**src/rtl/tmrf_pkg.sv**
```systemverilog
package tmrf_pkg;

  // Sizes
  localparam int MAX_WINDOW  = 31;
  localparam int SAMPLE_BITS = 16;
  localparam int LA_DEPTH    = MAX_WINDOW + 1;
  localparam int WIN_W       = 5;
  localparam int FILL_W      = 6;
  localparam int LA_IDX_W    = 5;
  localparam int CFG_IDX_W   = 2;
  localparam int CFG_DATA_W  = 16;

  // Configuration register indexes
  typedef enum logic [CFG_IDX_W-1:0] {
    CFG_CUTOFF    = 2'd0,
    CFG_DIST_MODE = 2'd1,
    CFG_WINDOW    = 2'd2
  } cfg_idx_t;

  // Input transaction payload
  typedef struct packed {
    logic signed [SAMPLE_BITS-1:0] sample_value;
    logic                          is_last;
  } in_item_t;

  // Result transaction payload
  typedef struct packed {
    logic reliable;
    logic last_out;
  } out_item_t;

  // Classified position handed from the input stage to the core
  typedef struct packed {
    logic mark;
    logic last;
  } mark_item_t;

  // Core to output stage
  typedef struct packed {
    logic      valid;
    out_item_t item;
  } emit_t;

endpackage

```
**src/rtl/tmrf_in_stage.sv**
```systemverilog
module tmrf_in_stage (
  input  logic                                clk,
  input  logic                                rst_n,
  input  logic                                in_valid,
  input  tmrf_pkg::in_item_t                  in_data,
  output logic                                in_stall,
  input  logic signed [tmrf_pkg::CFG_DATA_W-1:0] cutoff,
  input  logic                                distance_mode,
  output logic                                item_valid,
  output tmrf_pkg::mark_item_t                item,
  input  logic                                absorb
);

  logic                 valid_r;
  tmrf_pkg::mark_item_t item_r;
  logic                 mark;
  logic signed [tmrf_pkg::SAMPLE_BITS-1:0] v;

  // Classify the incoming sample
  always_comb begin
    v = in_data.sample_value;
    if (distance_mode) begin
      mark = (v > 0) && (v <= cutoff);
    end else begin
      mark = (v >= cutoff);
    end
  end

  // Hold the item until the core takes it
  assign in_stall = valid_r && !absorb;

  always_ff @(posedge clk) begin
    if (!rst_n) begin
      valid_r <= 1'b0;
    end else if (!in_stall) begin
      valid_r <= in_valid;
    end
  end

  always_ff @(posedge clk) begin
    if (!in_stall) begin
      item_r.mark <= mark;
      item_r.last <= in_data.is_last;
    end
  end

  assign item_valid = valid_r;
  assign item       = item_r;

endmodule

```
**src/rtl/tmrf_core.sv**
```systemverilog
module tmrf_core (
  input  logic                             clk,
  input  logic                             rst_n,
  input  logic [tmrf_pkg::WIN_W-1:0]       window,
  input  logic                             item_valid,
  input  tmrf_pkg::mark_item_t             item,
  output logic                             absorb,
  input  logic                             out_ready,
  output tmrf_pkg::emit_t                  emit_o
);

  logic [tmrf_pkg::LA_DEPTH-1:0] marks_r, marks_nxt;
  logic [tmrf_pkg::FILL_W-1:0]   fill_r, fill_nxt;
  logic [tmrf_pkg::WIN_W-1:0]    left_run_r, left_run_nxt;
  logic                          drain_r, drain_nxt;
  logic                          flush_r, flush_nxt;

  logic [tmrf_pkg::FILL_W-1:0]   w6;
  logic [tmrf_pkg::FILL_W-1:0]   lim;
  logic                          need_emit;
  logic                          emit;
  logic                          is_final;
  logic [tmrf_pkg::LA_DEPTH-2:0] run_bits;
  logic [tmrf_pkg::WIN_W-1:0]    ahead;
  logic [tmrf_pkg::WIN_W-1:0]    behind;
  logic [tmrf_pkg::WIN_W+1:0]    total;
  logic                          keep;
  logic [tmrf_pkg::FILL_W-1:0]   wr_idx;

  // Pending-emission control
  always_comb begin
    w6        = {1'b0, window};
    need_emit = drain_r && (flush_r ? (fill_r != '0) : (fill_r > w6));
    emit      = need_emit && out_ready;
    is_final  = flush_r && (fill_r == 6'd1);
    // A new mark lands beyond the span the oldest position looks at, so it
    // may enter together with the last emission of the previous item.
    absorb    = item_valid && !flush_r &&
                (!need_emit || (emit && (fill_r == w6 + 6'd1)));
  end

  // Run of raw marks ahead of the oldest position, bounded by lim
  always_comb begin
    if (fill_r == '0) begin
      lim = '0;
    end else if ((fill_r - 6'd1) > w6) begin
      lim = w6;
    end else begin
      lim = fill_r - 6'd1;
    end
    for (int i = 1; i < tmrf_pkg::LA_DEPTH; i++) begin
      run_bits[i-1] = marks_r[i] && (i <= int'(lim));
    end
    // trailing ones count: index of the first unmarked slot
    ahead = tmrf_pkg::WIN_W'(tmrf_pkg::LA_DEPTH - 1);
    for (int i = tmrf_pkg::LA_DEPTH - 2; i >= 0; i--) begin
      if (!run_bits[i]) begin
        ahead = tmrf_pkg::WIN_W'(i);
      end
    end
    behind = (left_run_r < window) ? left_run_r : window;
    total  = {2'b00, ahead} + {2'b00, behind} + 7'd1;
    keep   = marks_r[0] && (total >= {2'b00, window});
  end

  // Next state
  always_comb begin
    marks_nxt    = emit ? (marks_r >> 1) : marks_r;
    wr_idx       = fill_r - {5'd0, emit};
    if (absorb) begin
      marks_nxt[wr_idx[tmrf_pkg::LA_IDX_W-1:0]] = item.mark;
    end
    fill_nxt     = fill_r + {5'd0, absorb} - {5'd0, emit};
    left_run_nxt = left_run_r;
    if (emit) begin
      if (is_final || !keep) begin
        left_run_nxt = '0;
      end else if (left_run_r != tmrf_pkg::WIN_W'(tmrf_pkg::MAX_WINDOW)) begin
        left_run_nxt = left_run_r + 5'd1;
      end
    end
    flush_nxt = flush_r;
    if (absorb && item.last) begin
      flush_nxt = 1'b1;
    end else if (emit && is_final) begin
      flush_nxt = 1'b0;
    end
    drain_nxt = absorb || need_emit;
  end

  always_ff @(posedge clk) begin
    if (!rst_n) begin
      marks_r    <= '0;
      fill_r     <= '0;
      left_run_r <= '0;
      drain_r    <= 1'b0;
      flush_r    <= 1'b0;
    end else begin
      marks_r    <= marks_nxt;
      fill_r     <= fill_nxt;
      left_run_r <= left_run_nxt;
      drain_r    <= drain_nxt;
      flush_r    <= flush_nxt;
    end
  end

  assign emit_o.valid         = emit;
  assign emit_o.item.reliable = keep;
  assign emit_o.item.last_out = is_final;

endmodule

```
**src/rtl/tmrf_out_stage.sv**
```systemverilog
module tmrf_out_stage (
  input  logic                clk,
  input  logic                rst_n,
  input  tmrf_pkg::emit_t     emit_i,
  output logic                out_ready,
  output logic                out_valid,
  output tmrf_pkg::out_item_t out_data,
  input  logic                out_stall
);

  logic                valid_r;
  tmrf_pkg::out_item_t data_r;

  // Register can take a new result when empty or draining this cycle
  assign out_ready = !valid_r || !out_stall;

  always_ff @(posedge clk) begin
    if (!rst_n) begin
      valid_r <= 1'b0;
    end else if (out_ready) begin
      valid_r <= emit_i.valid;
    end
  end

  always_ff @(posedge clk) begin
    if (out_ready && emit_i.valid) begin
      data_r <= emit_i.item;
    end
  end

  assign out_valid = valid_r;
  assign out_data  = data_r;

endmodule

```
**src/rtl/threshold_min_run_filter.sv**
```systemverilog
// A position's result passes the input register, the lookahead and the output
// register after the input transaction that releases it.
// Throughput: one position per cycle in steady state while out_stall is low; a
// final position or a lowered window releases several results, one per cycle, and
// input stalls meanwhile. Rate is set by the lookahead shift and run count.
// Reset (synchronous, rst_n low): cutoff 0, score mode, window 3, lookahead empty.
module threshold_min_run_filter (
  input  logic                                  clk,
  input  logic                                  rst_n,
  input  logic                                  in_valid,
  input  tmrf_pkg::in_item_t                    in_data,
  output logic                                  in_stall,
  output logic                                  out_valid,
  output tmrf_pkg::out_item_t                   out_data,
  input  logic                                  out_stall,
  input  logic                                  cfg_valid,
  output logic                                  cfg_ready,
  input  logic [tmrf_pkg::CFG_IDX_W-1:0]        cfg_index,
  input  logic [tmrf_pkg::CFG_DATA_W-1:0]       cfg_wdata
);

  logic signed [tmrf_pkg::CFG_DATA_W-1:0] cutoff_r;
  logic                                   dist_mode_r;
  logic [tmrf_pkg::WIN_W-1:0]             window_r;

  logic                 item_valid;
  tmrf_pkg::mark_item_t item;
  logic                 absorb;
  logic                 out_ready;
  tmrf_pkg::emit_t      emit;

  // Configuration registers
  assign cfg_ready = 1'b1;

  always_ff @(posedge clk) begin
    if (!rst_n) begin
      cutoff_r    <= '0;
      dist_mode_r <= 1'b0;
      window_r    <= 5'd3;
    end else if (cfg_valid && cfg_ready) begin
      case (cfg_index)
        tmrf_pkg::CFG_CUTOFF:    cutoff_r    <= cfg_wdata;
        tmrf_pkg::CFG_DIST_MODE: dist_mode_r <= cfg_wdata[0];
        tmrf_pkg::CFG_WINDOW:    window_r    <= cfg_wdata[tmrf_pkg::WIN_W-1:0];
        default: ;
      endcase
    end
  end

  tmrf_in_stage u_in (
    .clk           (clk),
    .rst_n         (rst_n),
    .in_valid      (in_valid),
    .in_data       (in_data),
    .in_stall      (in_stall),
    .cutoff        (cutoff_r),
    .distance_mode (dist_mode_r),
    .item_valid    (item_valid),
    .item          (item),
    .absorb        (absorb)
  );

  tmrf_core u_core (
    .clk        (clk),
    .rst_n      (rst_n),
    .window     (window_r),
    .item_valid (item_valid),
    .item       (item),
    .absorb     (absorb),
    .out_ready  (out_ready),
    .emit_o     (emit)
  );

  tmrf_out_stage u_out (
    .clk       (clk),
    .rst_n     (rst_n),
    .emit_i    (emit),
    .out_ready (out_ready),
    .out_valid (out_valid),
    .out_data  (out_data),
    .out_stall (out_stall)
  );

endmodule

```
**config.mk**
```make
export PLATFORM = sky130hd
export DESIGN_NAME = threshold_min_run_filter
export DESIGN_NICKNAME = d
export VERILOG_FILES = /design/src/rtl/tmrf_pkg.sv /design/src/rtl/tmrf_in_stage.sv /design/src/rtl/tmrf_core.sv /design/src/rtl/tmrf_out_stage.sv /design/src/rtl/threshold_min_run_filter.sv
export SDC_FILE = /design/constraint.sdc
export NUM_CORES = 1
export LEC_CHECK = 0
export BUFFER_PORTS_ARGS = -buffer_cell sky130_fd_sc_hd__buf_4
export CORE_MARGIN = 3
export CORE_UTILIZATION = 60
export DETAILED_ROUTE_END_ITERATION = 10
export PLACE_DENSITY = 0.85
export RECOVER_POWER = 50
export SYNTH_ARGS = -nofsm -noshare
export SYNTH_HDL_FRONTEND = slang
export SYNTH_SLANG_ARGS = --single-unit
export TNS_END_PERCENT = 30
```
**constraint.sdc**
```tcl
create_clock -name clk -period 10.2 [get_ports clk]
set_clock_uncertainty 0.1 [all_clocks]
set_input_delay 1.53 -clock clk [delete_from_list [all_inputs] [get_ports clk]]
set_output_delay 1.53 -clock clk [all_outputs]
set_load 0.005 [all_outputs]
```
==> results.md, run 1 <==
- Clock Path Buffers: 2
- Worst hold start: cutoff_r[9]
- Via count: 6374
- Avg Vias per Cell: 6.88
- Yosys reg bits: 73
- Tightest Pin Transition: 2.67 ns
- ANT nets after route: 0
- Worst R2R Path Depth: 26
- Yosys warns: 0
- Total CTS buffers: 9
- H-tree Lvls: 3
- GRT Resource Usage Total: 34.9%
- DRT Pass-1 Iters: 8
- R2R Setup Slk: 2.67 ns
- Crit path time final: 7.53 ns
- CP most frequent cell: ha_1
- Setup crit end kind: flip-flop
- Met3 GRT Util: 7.58%
- Area grow syn2layout: 8.18%
- Final period util: 73.8%
- Met2 Use GR: 55.6%
- Core area: 0.0100 sq mm
- Wire length per cell: 21.7 um
- First-pass GRT wire length: 32.4 mm
- Hold Path Cell Cnt: 2
- Syn_nets: 880
- Avg Cell Area, Syn: 8.17 sq um
- Largest net degree at the start of global routing: 68
- Gate power share: 64.1%
- Leakage: 0.00269 uW
- Int Pwr: 787 uW
- Global routing usage on met1: 47.3%
- Max cap viols: 3
- Post-synth EDFFs: 4
- CTS Sinks: 73
- RSZ-0062 raised after global routing: no
- Worst setup path class: flip-flop to flip-flop
- CP max stage delay: 0.75 ns
- Status: finished, violations left
- Maximum vdd drop: 0.195 mV
- CTS tree: built
- # resized after CTS: 0
- Clk Latency, worst-skew pair: 0.36 ns
- Routed WL: 20.1 mm
- Placer congestion estimate: 1.01
- Layout cell share with drive strength beyond 1: 10.2%
- Violated checks: capacitance limit, slew limit
- Dominant synthesized flop cell: dfxtp_1
- Setup TNS Final: 0 ns
- Seq/Total Area, Yosys: 23.6%
- Post-DP HPWL: 14.8 mm
- NetSw: 906 uW
- DRC: 0
- GRT busiest layer: met2
- Critical Path RT: 10.32 ns
- Hold/Removal Path Class: flip-flop to flip-flop
- Num ports: 45
- Initial DRC count: 692
- Post-CTS Setup Bufs: 0
- Synthesized cell area: 0.00635 sq mm
- Num rows: 36
- Final setup violation count: 0
- NumNets Final: 891
- Post-layout instance area: 0.00687 sq mm
- End point of the worst hold path: cutoff_r[9]
- Critical path startpoint category: flip-flop
- Sequential Power Share: 21.4%
- Clk pwr share: 14.5%
- Peak Freq: 133 MHz
- Reg2Reg Launch Point: u_core.fill_r[0]
- Critical Path AT: 7.64 ns
- Initial Util: 63.2%
- Asr flop ratio synth: 0%
- CTS clk-pin slew, worst paths: 0.08 ns
- Total gr overflow: 0
- Port bufs: 43
- Max Slew Vio Count: 145
- Die Width: 109 um
- Finished Core Util: 68.4%
- Sw frac: 53.5%
- Placed Area: 0.00666 sq mm
- Post-CTS Hold Buffers: 0
- Root Buffer: clkbuf_8
- Final worst slack: 2.67 ns
- Final hold violations: 0
- Post-synthesis cell count: 777
- Library cells used by synthesis: 75
- Reg-to-Reg End: u_core.left_run_r[1]
- Pwr dens: 247 mW/mm^2
- Die Span Y: 109 um
- Slew margin rel.: -78.3%
- Worst-path fanout max: 16
- Die area: 0.0119 sq mm
- Vias in the first global route: 6129
- CP max stage cell: o311ai_0
- Antenna Cells: 0
- DP Worst Slack: 2.86 ns
- Initial antenna violation count: 0
worst max-delay path, delay by kind of cell (launching register included):
kind / cells / cell delay, ns
compound gates: 11 / 2.65
buf+inv: 3 / 0.65
xor+xnor: 3 / 1.03
simple gates: 4 / 0.84
fa+ha+maj: 5 / 1.53
flops: 1 / 0.58
flip-flops by register name, indices dropped and copies added, names as in the netlist:
register and cells:
u_out.out_data 2, u_in.item_valid 1, dist_mode_r 1, u_core.left_run_r 5
u_core.fill_r 6, u_core.flush_r 1, u_core.marks_r 32, u_core.drain_r 1
u_out.out_valid 1, window_r 5, cutoff_r 16, u_in.item 2
final cells by class:
type / count / area [sq um]
multi-input combinational: 611 / 4470
fill: 836 / 3180
sequential: 73 / 1500
timing repair buffer: 45 / 330
inverter: 48 / 180
clock buffer: 12 / 166
tap: 133 / 166
clock inverter: 4 / 50.0
power by group through the flow:
stage / clock, uW / combinational, uW / sequential, uW
floorplan: 0 / 808 / 339
global placement: 0 / 1030 / 362
detailed placement: 0 / 1040 / 365
CTS: 247 / 1040 / 359
global route: 261 / 1170 / 364
finish: 246 / 1090 / 362
cell families (layout without fill, tap and decap cells):
family                   after synthesis  in the layout  synth area share, %
buffers and inverters                 93            109                 5.97
AND/OR/NAND/NOR                      241            241                 19.1
adder cells (fa/ha/maj)               63             63                 12.7
flip-flops                            73             73                 23.6
multiplexers                          48             48                 7.67
other                                  1              1               0.0591
AO/OA/AOI/OAI                        232            232                 27.1
XOR/XNOR                              26             26                 3.82
worst max path at each step:
stage | startpoint | depth (start not counted) | end
finish | u_core.fill_r[0] | 26 | u_core.left_run_r[1]
global route | u_core.fill_r[0] | 25 | u_core.left_run_r[1]
CTS | u_core.fill_r[0] | 25 | u_core.left_run_r[1]
detailed placement | u_core.fill_r[0] | 25 | u_core.left_run_r[1]
global placement | u_core.fill_r[2] | 26 | u_core.left_run_r[3]
floorplan | u_core.fill_r[0] | 26 | u_core.left_run_r[0]
cell usage after synthesis, types with 5 or more instances:
cell type   n  share of area [%]
mux2i_1    43                6.8
o21ai_0    26                2.0
nand3_1    27                2.1
mux2_2      5               0.89
and3_1      7               0.69
dfxtp_1    69                 22
o311a_1    31                4.9
ha_1       61                 12
nor2b_1    14                1.4
o2111ai_1   5               0.69
xor2_1      8                1.1
o31ai_1    37                4.4
nand2b_1    5               0.49
nor4_1      7               0.69
a211oi_1    5               0.59
a21boi_0   20                2.4
o211ai_1    7               0.83
o21a_1      9                1.1
and4_1      6               0.83
and2_1      7               0.69
nor3_1      9               0.71
nand2_1    80                4.7
a21o_1     12                1.4
nor2_1     41                2.4
clkbuf_1   24                1.4
buf_2      14                1.1
a21oi_1    34                2.7
inv_1      47                2.8
nand4_1    13                1.3
xnor2_1    16                2.2
or2_2       6               0.59
per-stage QoR:
step           hold WS [ns]  power [uW]  std cells
2_1_floorplan         0.343        1150        777
3_3_place_gp          0.353        1390        910
3_5_place_dp          0.357        1400        910
4_1_cts               0.367        1650        926
5_1_grt               0.411        1800        926
6_report              0.368        1690        926
cell usage in the layout (no fill, tap or decap), types with 13 or more instances in the layout:
master and instances:
a21boi_0 20, nand4_1 13, ha_1 61, inv_1 48
nand3_1 27, o31ai_1 37, nor2_1 41, buf_4 38
dfxtp_1 69, nor2b_1 14, a21oi_1 34, mux2i_1 43
nand2_1 80, o21ai_0 27, xnor2_1 16, o311a_1 31
layer usage:
metal  up-vias  share of wire [%]
li1       2913                  -
met1      3005                 41
met2       380                 45
met3        76                 11
met4         0                2.9
met5         -                  0
No activity file was read; power rests on OpenSTA's default activity.
==> run 2: changes to the inputs <==
- clock period: 10.2 -> 7.7 ns (I/O delays scaled with it)
==> results.md, run 2 (same netlist as run 1, synthesis figures left out) <==
- Total gr overflow: 0 (unchanged)
- First-pass GRT wire length: 31.9 mm (was 32.4 mm)
- CTS Sinks: 73 (unchanged)
- Via count: 6396 (was 6374)
- Critical Path RT: 7.83 ns (was 10.32 ns)
- Maximum vdd drop: 0.267 mV (was 0.195 mV)
- DRC: 0 (unchanged)
- Pwr dens: 335 mW/mm^2 (was 247 mW/mm^2)
- Post-DP HPWL: 14.7 mm (was 14.8 mm)
- CP most frequent cell: ha_1 (unchanged)
- Placer congestion estimate: 0.992 (was 1.01)
- CTS tree: built (unchanged)
- Most frequent cells in the layout: 80 x nand2_1, 69 x dfxtp_1, 61 x ha_1 (unchanged)
- Critical path startpoint category: flip-flop (unchanged)
- Initial Util: 63.2% (unchanged)
- H-tree Lvls: 3 (unchanged)
- Leakage: 0.00274 uW (was 0.00269 uW)
- CP max stage cell: dfxtp_1 (was o311ai_0)
- Clock Path Buffers: 2 (unchanged)
- Die area: 0.0119 sq mm (unchanged)
- CP max stage delay: 0.51 ns (was 0.75 ns)
- Max cap viols: 3 (unchanged)
- Filler cells: 839 (was 836)
- Setup crit end kind: flip-flop (unchanged)
- Final period util: 94.0% (was 73.8%)
- Vias in the first global route: 6108 (was 6129)
- Wire length per cell: 21.4 um (was 21.7 um)
- Worst-path fanout max: 9 (was 16)
- Core area: 0.0100 sq mm (unchanged)
- Hold/Removal Path Class: flip-flop to flip-flop (unchanged)
- Avg Vias per Cell: 6.85 (was 6.88)
- Clk Latency, worst-skew pair: 0.36 ns (about the same)
- Layout Cells excl Fill: 934 (was 926)
- Top reg by flops: u_core.marks_r (unchanged)
- Port bufs: 43 (unchanged)
- Area grow syn2layout: 9.50% (was 8.18%)
- Tightest Pin Transition: 1.93 ns (was 2.67 ns)
- Worst setup path class: flip-flop to flip-flop (unchanged)
- ANT nets after route: 0 (unchanged)
- DRT Pass-1 Iters: 6 (was 8)
- Critical Path AT: 7.37 ns (was 7.64 ns)
- Antenna Cells: 0 (unchanged)
- Violated checks: capacitance limit, slew limit (unchanged)
- Setup TNS Final: 0 ns (unchanged)
- Root Buffer: clkbuf_8 (unchanged)
- Routed WL: 20.0 mm (was 20.1 mm)
- Layout cell share with drive strength beyond 1: 11.0% (was 10.2%)
- Peak Freq: 138 MHz (was 133 MHz)
- Die Width: 109 um (unchanged)
- Final hold violations: 0 (unchanged)
- CTS clk-pin slew, worst paths: 0.08 ns (about the same)
- Slew margin rel.: -28.9% (was -78.3%)
- Regs by FF count: u_core.marks_r (32), cutoff_r (16), u_core.fill_r (6) (unchanged)
- Initial DRC count: 748 (was 692)
- Most common cell after layout, fill and taps aside: nand2_1 (unchanged)
- Crit path time final: 7.24 ns (was 7.53 ns)
- NumNets Final: 899 (was 891)
- Max reg flops: 32 (unchanged)
- Die Span Y: 109 um (unchanged)
- Status: finished, violations left (unchanged)
- Num rows: 36 (unchanged)
- Max Slew Vio Count: 94 (was 145)
- Dpl cells: 918 (was 910)
- Total CTS buffers: 9 (unchanged)
- Initial antenna violation count: 0 (unchanged)
- GRT Resource Usage Total: 34.4% (was 34.9%)
- Final setup violation count: 0 (unchanged)
- Largest net degree at the start of global routing: 68 (unchanged)
- RSZ-0062 raised after global routing: no (unchanged)
- Num ports: 45 (unchanged)
[run 2: cell types whose count changed in the layout (fill, tap and decap cells not counted), sizes merged]
cell and delta:
clkbuf -1, buf +7, bufinv +2, clkinvlp -1
inv +1
[run 2: worst max-delay path: cells and delay by family (launching register included)]
kind | cells | cell delay [ns]
AND/OR/NAND/NOR | 6 | 1.18
buffers and inverters | 2 | 0.39
adder cells (fa/ha/maj) | 4 | 1.20
flip-flops | 1 | 0.51
XOR/XNOR | 3 | 0.64
AO/OA/AOI/OAI | 10 | 3.06
[run 2: final timing paths]
path / startpoint / to / slack [ns] / depth (start not counted)
hold / removal: cutoff_r[10] / cutoff_r[10] / 0.37 / 2
setup reg to reg: u_core.fill_r[2] / u_core.left_run_r[0] / 0.46 / 25
hold reg to reg: cutoff_r[10] / cutoff_r[10] / 0.37 / 2
setup / recovery: u_core.fill_r[2] / u_core.left_run_r[0] / 0.46 / 25
[run 2: report_power, final]
group          switching (uW)  internal, uW  total [uW]
Sequential               62.5           414         476
Combinational            1000           479        1480
Clock                     154           217         371
Total                    1220          1110        2330
[run 2: what timing repair did]
action | 4_1_cts | 5_1_grt
buffers inserted | 0 | 0
hold buffers | 0 | 0
resized for setup | 0 | 3
endpoints found under the setup margin | 0 | 5
[run 2: metal layers]
metal	global-route usage [%]	share of wire, %
met1	48.7	43
met2	52.7	44
met3	6.16	10
met4	11.4	2.7
met5	0	0
[run 2: area by class of cell]
| cell class | count | area (sq um) | area share, % |
|---|---|---|---|
| Sequential cell | 73 | 1500 | 21.6 |
| Clock inverter | 6 | 115 | 1.66 |
| Multi-Input combinational cell | 611 | 4480 | 64.4 |
| Clock buffer | 10 | 128 | 1.84 |
| Tap cell | 133 | 166 | 2.39 |
| Inverter | 48 | 180 | 2.59 |
| Timing Repair Buffer | 53 | 383 | 5.51 |
[run 2: metrics by stage]
stage / worst slack, ns / utilization, % / total power, uW / hold WS, ns / instance area, sq um
after floorplan: 1.63 / - / 1520 / 0.343 / 6350
after global placement: 0.756 / 66.9 / 1880 / 0.353 / 6720
after detailed placement: 0.374 / 66.9 / 1890 / 0.359 / 6720
after CTS: 0.354 / 69.3 / 2260 / 0.371 / 6970
after global routing: 0.00403 / 69.2 / 2460 / 0.392 / 6950
final: 0.459 / 69.2 / 2330 / 0.371 / 6950
==> run 3: changes to the inputs <==
- TNS_END_PERCENT: 30 -> 10
- clock period: 7.7 -> 6.85 ns (I/O delays scaled with it)
==> results.md, run 3 (same netlist as run 1, synthesis figures left out) <==
- Status: finished, violations left (unchanged)
- Violated checks: capacitance limit, slew limit (unchanged)
- Port bufs: 43 (unchanged)
- Placer congestion estimate: 1.00 (was 0.992)
- R2R Setup Slk: 0.36 ns (was 0.46 ns)
- Max cap viols: 2 (was 3)
- Maximum vdd drop: 0.324 mV (was 0.267 mV)
- DRC: 0 (unchanged)
- Antenna Cells: 0 (unchanged)
- Total CTS buffers: 9 (unchanged)
- Hold/Removal Path Class: flip-flop to flip-flop (unchanged)
- Tightest Pin Transition: 1.88 ns (was 1.93 ns)
- Final period util: 94.7% (was 94.0%)
- Pwr dens: 374 mW/mm^2 (was 335 mW/mm^2)
- Worst setup path class: flip-flop to flip-flop (unchanged)
- Die area: 0.0119 sq mm (unchanged)
- Die Width: 109 um (unchanged)
- Top reg by flops: u_core.marks_r (unchanged)
- Initial Util: 63.2% (unchanged)
- Largest net degree at the start of global routing: 68 (unchanged)
- Initial antenna violation count: 0 (unchanged)
- Initial DRC count: 547 (was 748)
- Area grow syn2layout: 11.0% (was 9.50%)
- Placed Area: 0.00679 sq mm (was 0.00672 sq mm)
- NumNets Final: 908 (was 899)
- Gate power share: 66.2% (was 63.6%)
- Peak Freq: 154 MHz (was 138 MHz)
- ANT nets after route: 0 (unchanged)
- CTS clk-pin slew, worst paths: 0.09 ns (was 0.08 ns)
- Vias in the first global route: 6171 (was 6108)
- Clk Latency, worst-skew pair: 0.39 ns (was 0.36 ns)
- Routed WL: 20.0 mm (about the same)
- Critical path startpoint category: flip-flop (unchanged)
- Clock Path Buffers: 2 (unchanged)
- Int Pwr: 1230 uW (was 1110 uW)
- Leakage: 0.00278 uW (was 0.00274 uW)
- First-pass GRT wire length: 31.6 mm (was 31.9 mm)
- Regs by FF count: u_core.marks_r (32), cutoff_r (16), u_core.fill_r (6) (unchanged)
- Core area: 0.0100 sq mm (unchanged)
- Worst-path fanout max: 16 (was 9)
- Post-layout instance area: 0.00704 sq mm (was 0.00695 sq mm)
- CTS tree: built (unchanged)
- Critical Path AT: 6.66 ns (was 7.37 ns)
- Filler cells: 818 (was 839)
- Root Buffer: clkbuf_8 (unchanged)
- H-tree Lvls: 3 (unchanged)
- Finished Core Util: 70.1% (was 69.2%)
- CTS Sinks: 73 (unchanged)
- Max reg flops: 32 (unchanged)
- Crit path time final: 6.49 ns (was 7.24 ns)
- Most common cell after layout, fill and taps aside: nand2_1 (unchanged)
- Wire length per cell: 21.2 um (was 21.4 um)
- Via count: 6321 (was 6396)
- Max Slew Vio Count: 56 (was 94)
- Avg Vias per Cell: 6.70 (was 6.85)
- Total gr overflow: 0 (unchanged)
- Layout cell share with drive strength beyond 1: 13.0% (was 11.0%)
- Num ports: 45 (unchanged)
- Sw frac: 53.2% (was 52.3%)
- Final hold violations: 0 (unchanged)
- Num rows: 36 (unchanged)
- Die Span Y: 109 um (unchanged)
- Post-DP HPWL: 15.0 mm (was 14.7 mm)
- Setup TNS Final: 0 ns (unchanged)
- Critical Path RT: 7.02 ns (was 7.83 ns)
- NetSw: 1400 uW (was 1220 uW)
- Final setup violation count: 0 (unchanged)
- DRT Pass-1 Iters: 5 (was 6)
- Sequential Power Share: 19.7% (was 20.5%)
- Most frequent cells in the layout: 80 x nand2_1, 68 x dfxtp_1, 61 x ha_1 (was 80 x nand2_1, 69 x dfxtp_1, 61 x ha_1)
- Slew margin rel.: -25.5% (was -28.9%)
- Setup crit end kind: flip-flop (unchanged)
- GRT Resource Usage Total: 34.6% (was 34.4%)
- Clk pwr share: 14.1% (was 15.9%)
## run 3: changes by cell type in the layout (fill, tap and decap cells not counted), moves of 2 or more
| cell | delta |
|---|---|
| bufinv_16 | -2 |
| buf_4 | +7 |
| inv_8 | +2 |
| inv_1 | -2 |
## run 3: power groups by stage
stage / registers (uW) / logic [uW] / clock network (uW)
floorplan: 504 / 1200 / 0
CTS: 516 / 1640 / 374
global placement: 524 / 1600 / 0
global route: 523 / 1890 / 393
detailed placement: 526 / 1630 / 0
finish: 519 / 1750 / 371
## run 3: layout make-up
| type | instances | area, sq um | share of cell area (%) |
|---|---|---|---|
| timing repair buffer | 62 | 454 | 6.45 |
| sequential | 73 | 1500 | 21.3 |
| tap | 133 | 166 | 2.36 |
| clock buffer | 9 | 124 | 1.76 |
| clock inverter | 7 | 83.8 | 1.19 |
| multi-input combinational | 611 | 4530 | 64.4 |
| inverter | 48 | 180 | 2.56 |
## run 3: final timing paths
kind,cells after the start,from,end
max,26,u_core.fill_r[1],u_core.left_run_r[3]
min,2,cutoff_r[14],cutoff_r[14]
max reg2reg,26,u_core.fill_r[1],u_core.left_run_r[3]
min reg2reg,2,cutoff_r[14],cutoff_r[14]
## run 3: through the flow
| stage | power [uW] | hold WS, ns | worst slack (ns) | instances |
|---|---|---|---|---|
| final | 2640 | 0.371 | 0.361 | 943 |
| after global routing | 2810 | 0.397 | -0.00164 | 943 |
| after CTS | 2530 | 0.373 | 0.0540 | 943 |
| after detailed placement | 2150 | 0.361 | 0.0180 | 927 |
| after global placement | 2120 | 0.352 | 0.179 | 927 |
| after floorplan | 1710 | 0.343 | 0.778 | 777 |
## run 3: layer usage
| layer | GRT usage (%) | wire [um] | share of wire (%) | vias up |
|---|---|---|---|---|
| met2 | 54.8 | 9200 | 46 | 288 |
| met1 | 45.9 | 8540 | 43 | 3029 |
| met5 | 0 | 0 | 0 | - |
| met4 | 11.0 | 425 | 2.1 | 0 |
| met3 | 9.24 | 1840 | 9.2 | 48 |
| li1 | - | - | - | 2956 |
## run 3: critical path: stages, from the launching register on
cell      delay [ns]
dfxtp_2         0.40
inv_1           0.15
ha_1            0.29
a21boi_4        0.24
xnor2_2         0.17
inv_2           0.12
ha_1            0.33
a211o_1         0.28
o21ai_1         0.13
buf_4           0.23
nand2_1         0.12
o311ai_0        0.51
o21bai_1        0.12
a211o_1         0.31
a211oi_1        0.28
o31ai_1         0.11
ha_1            0.22
fa_1            0.47
ha_1            0.32
ha_1            0.27
a21o_1          0.16
a21o_1          0.17
a21oi_1         0.14
nor2b_1         0.06
o31a_1          0.33
a31oi_4         0.25
nor2_1          0.09
## run 3: what timing repair did
action                     CTS  global route
setup buffers                0             0
hold buffers                 0             0
setup endpoints to repair    3             6
resized for setup            1            13
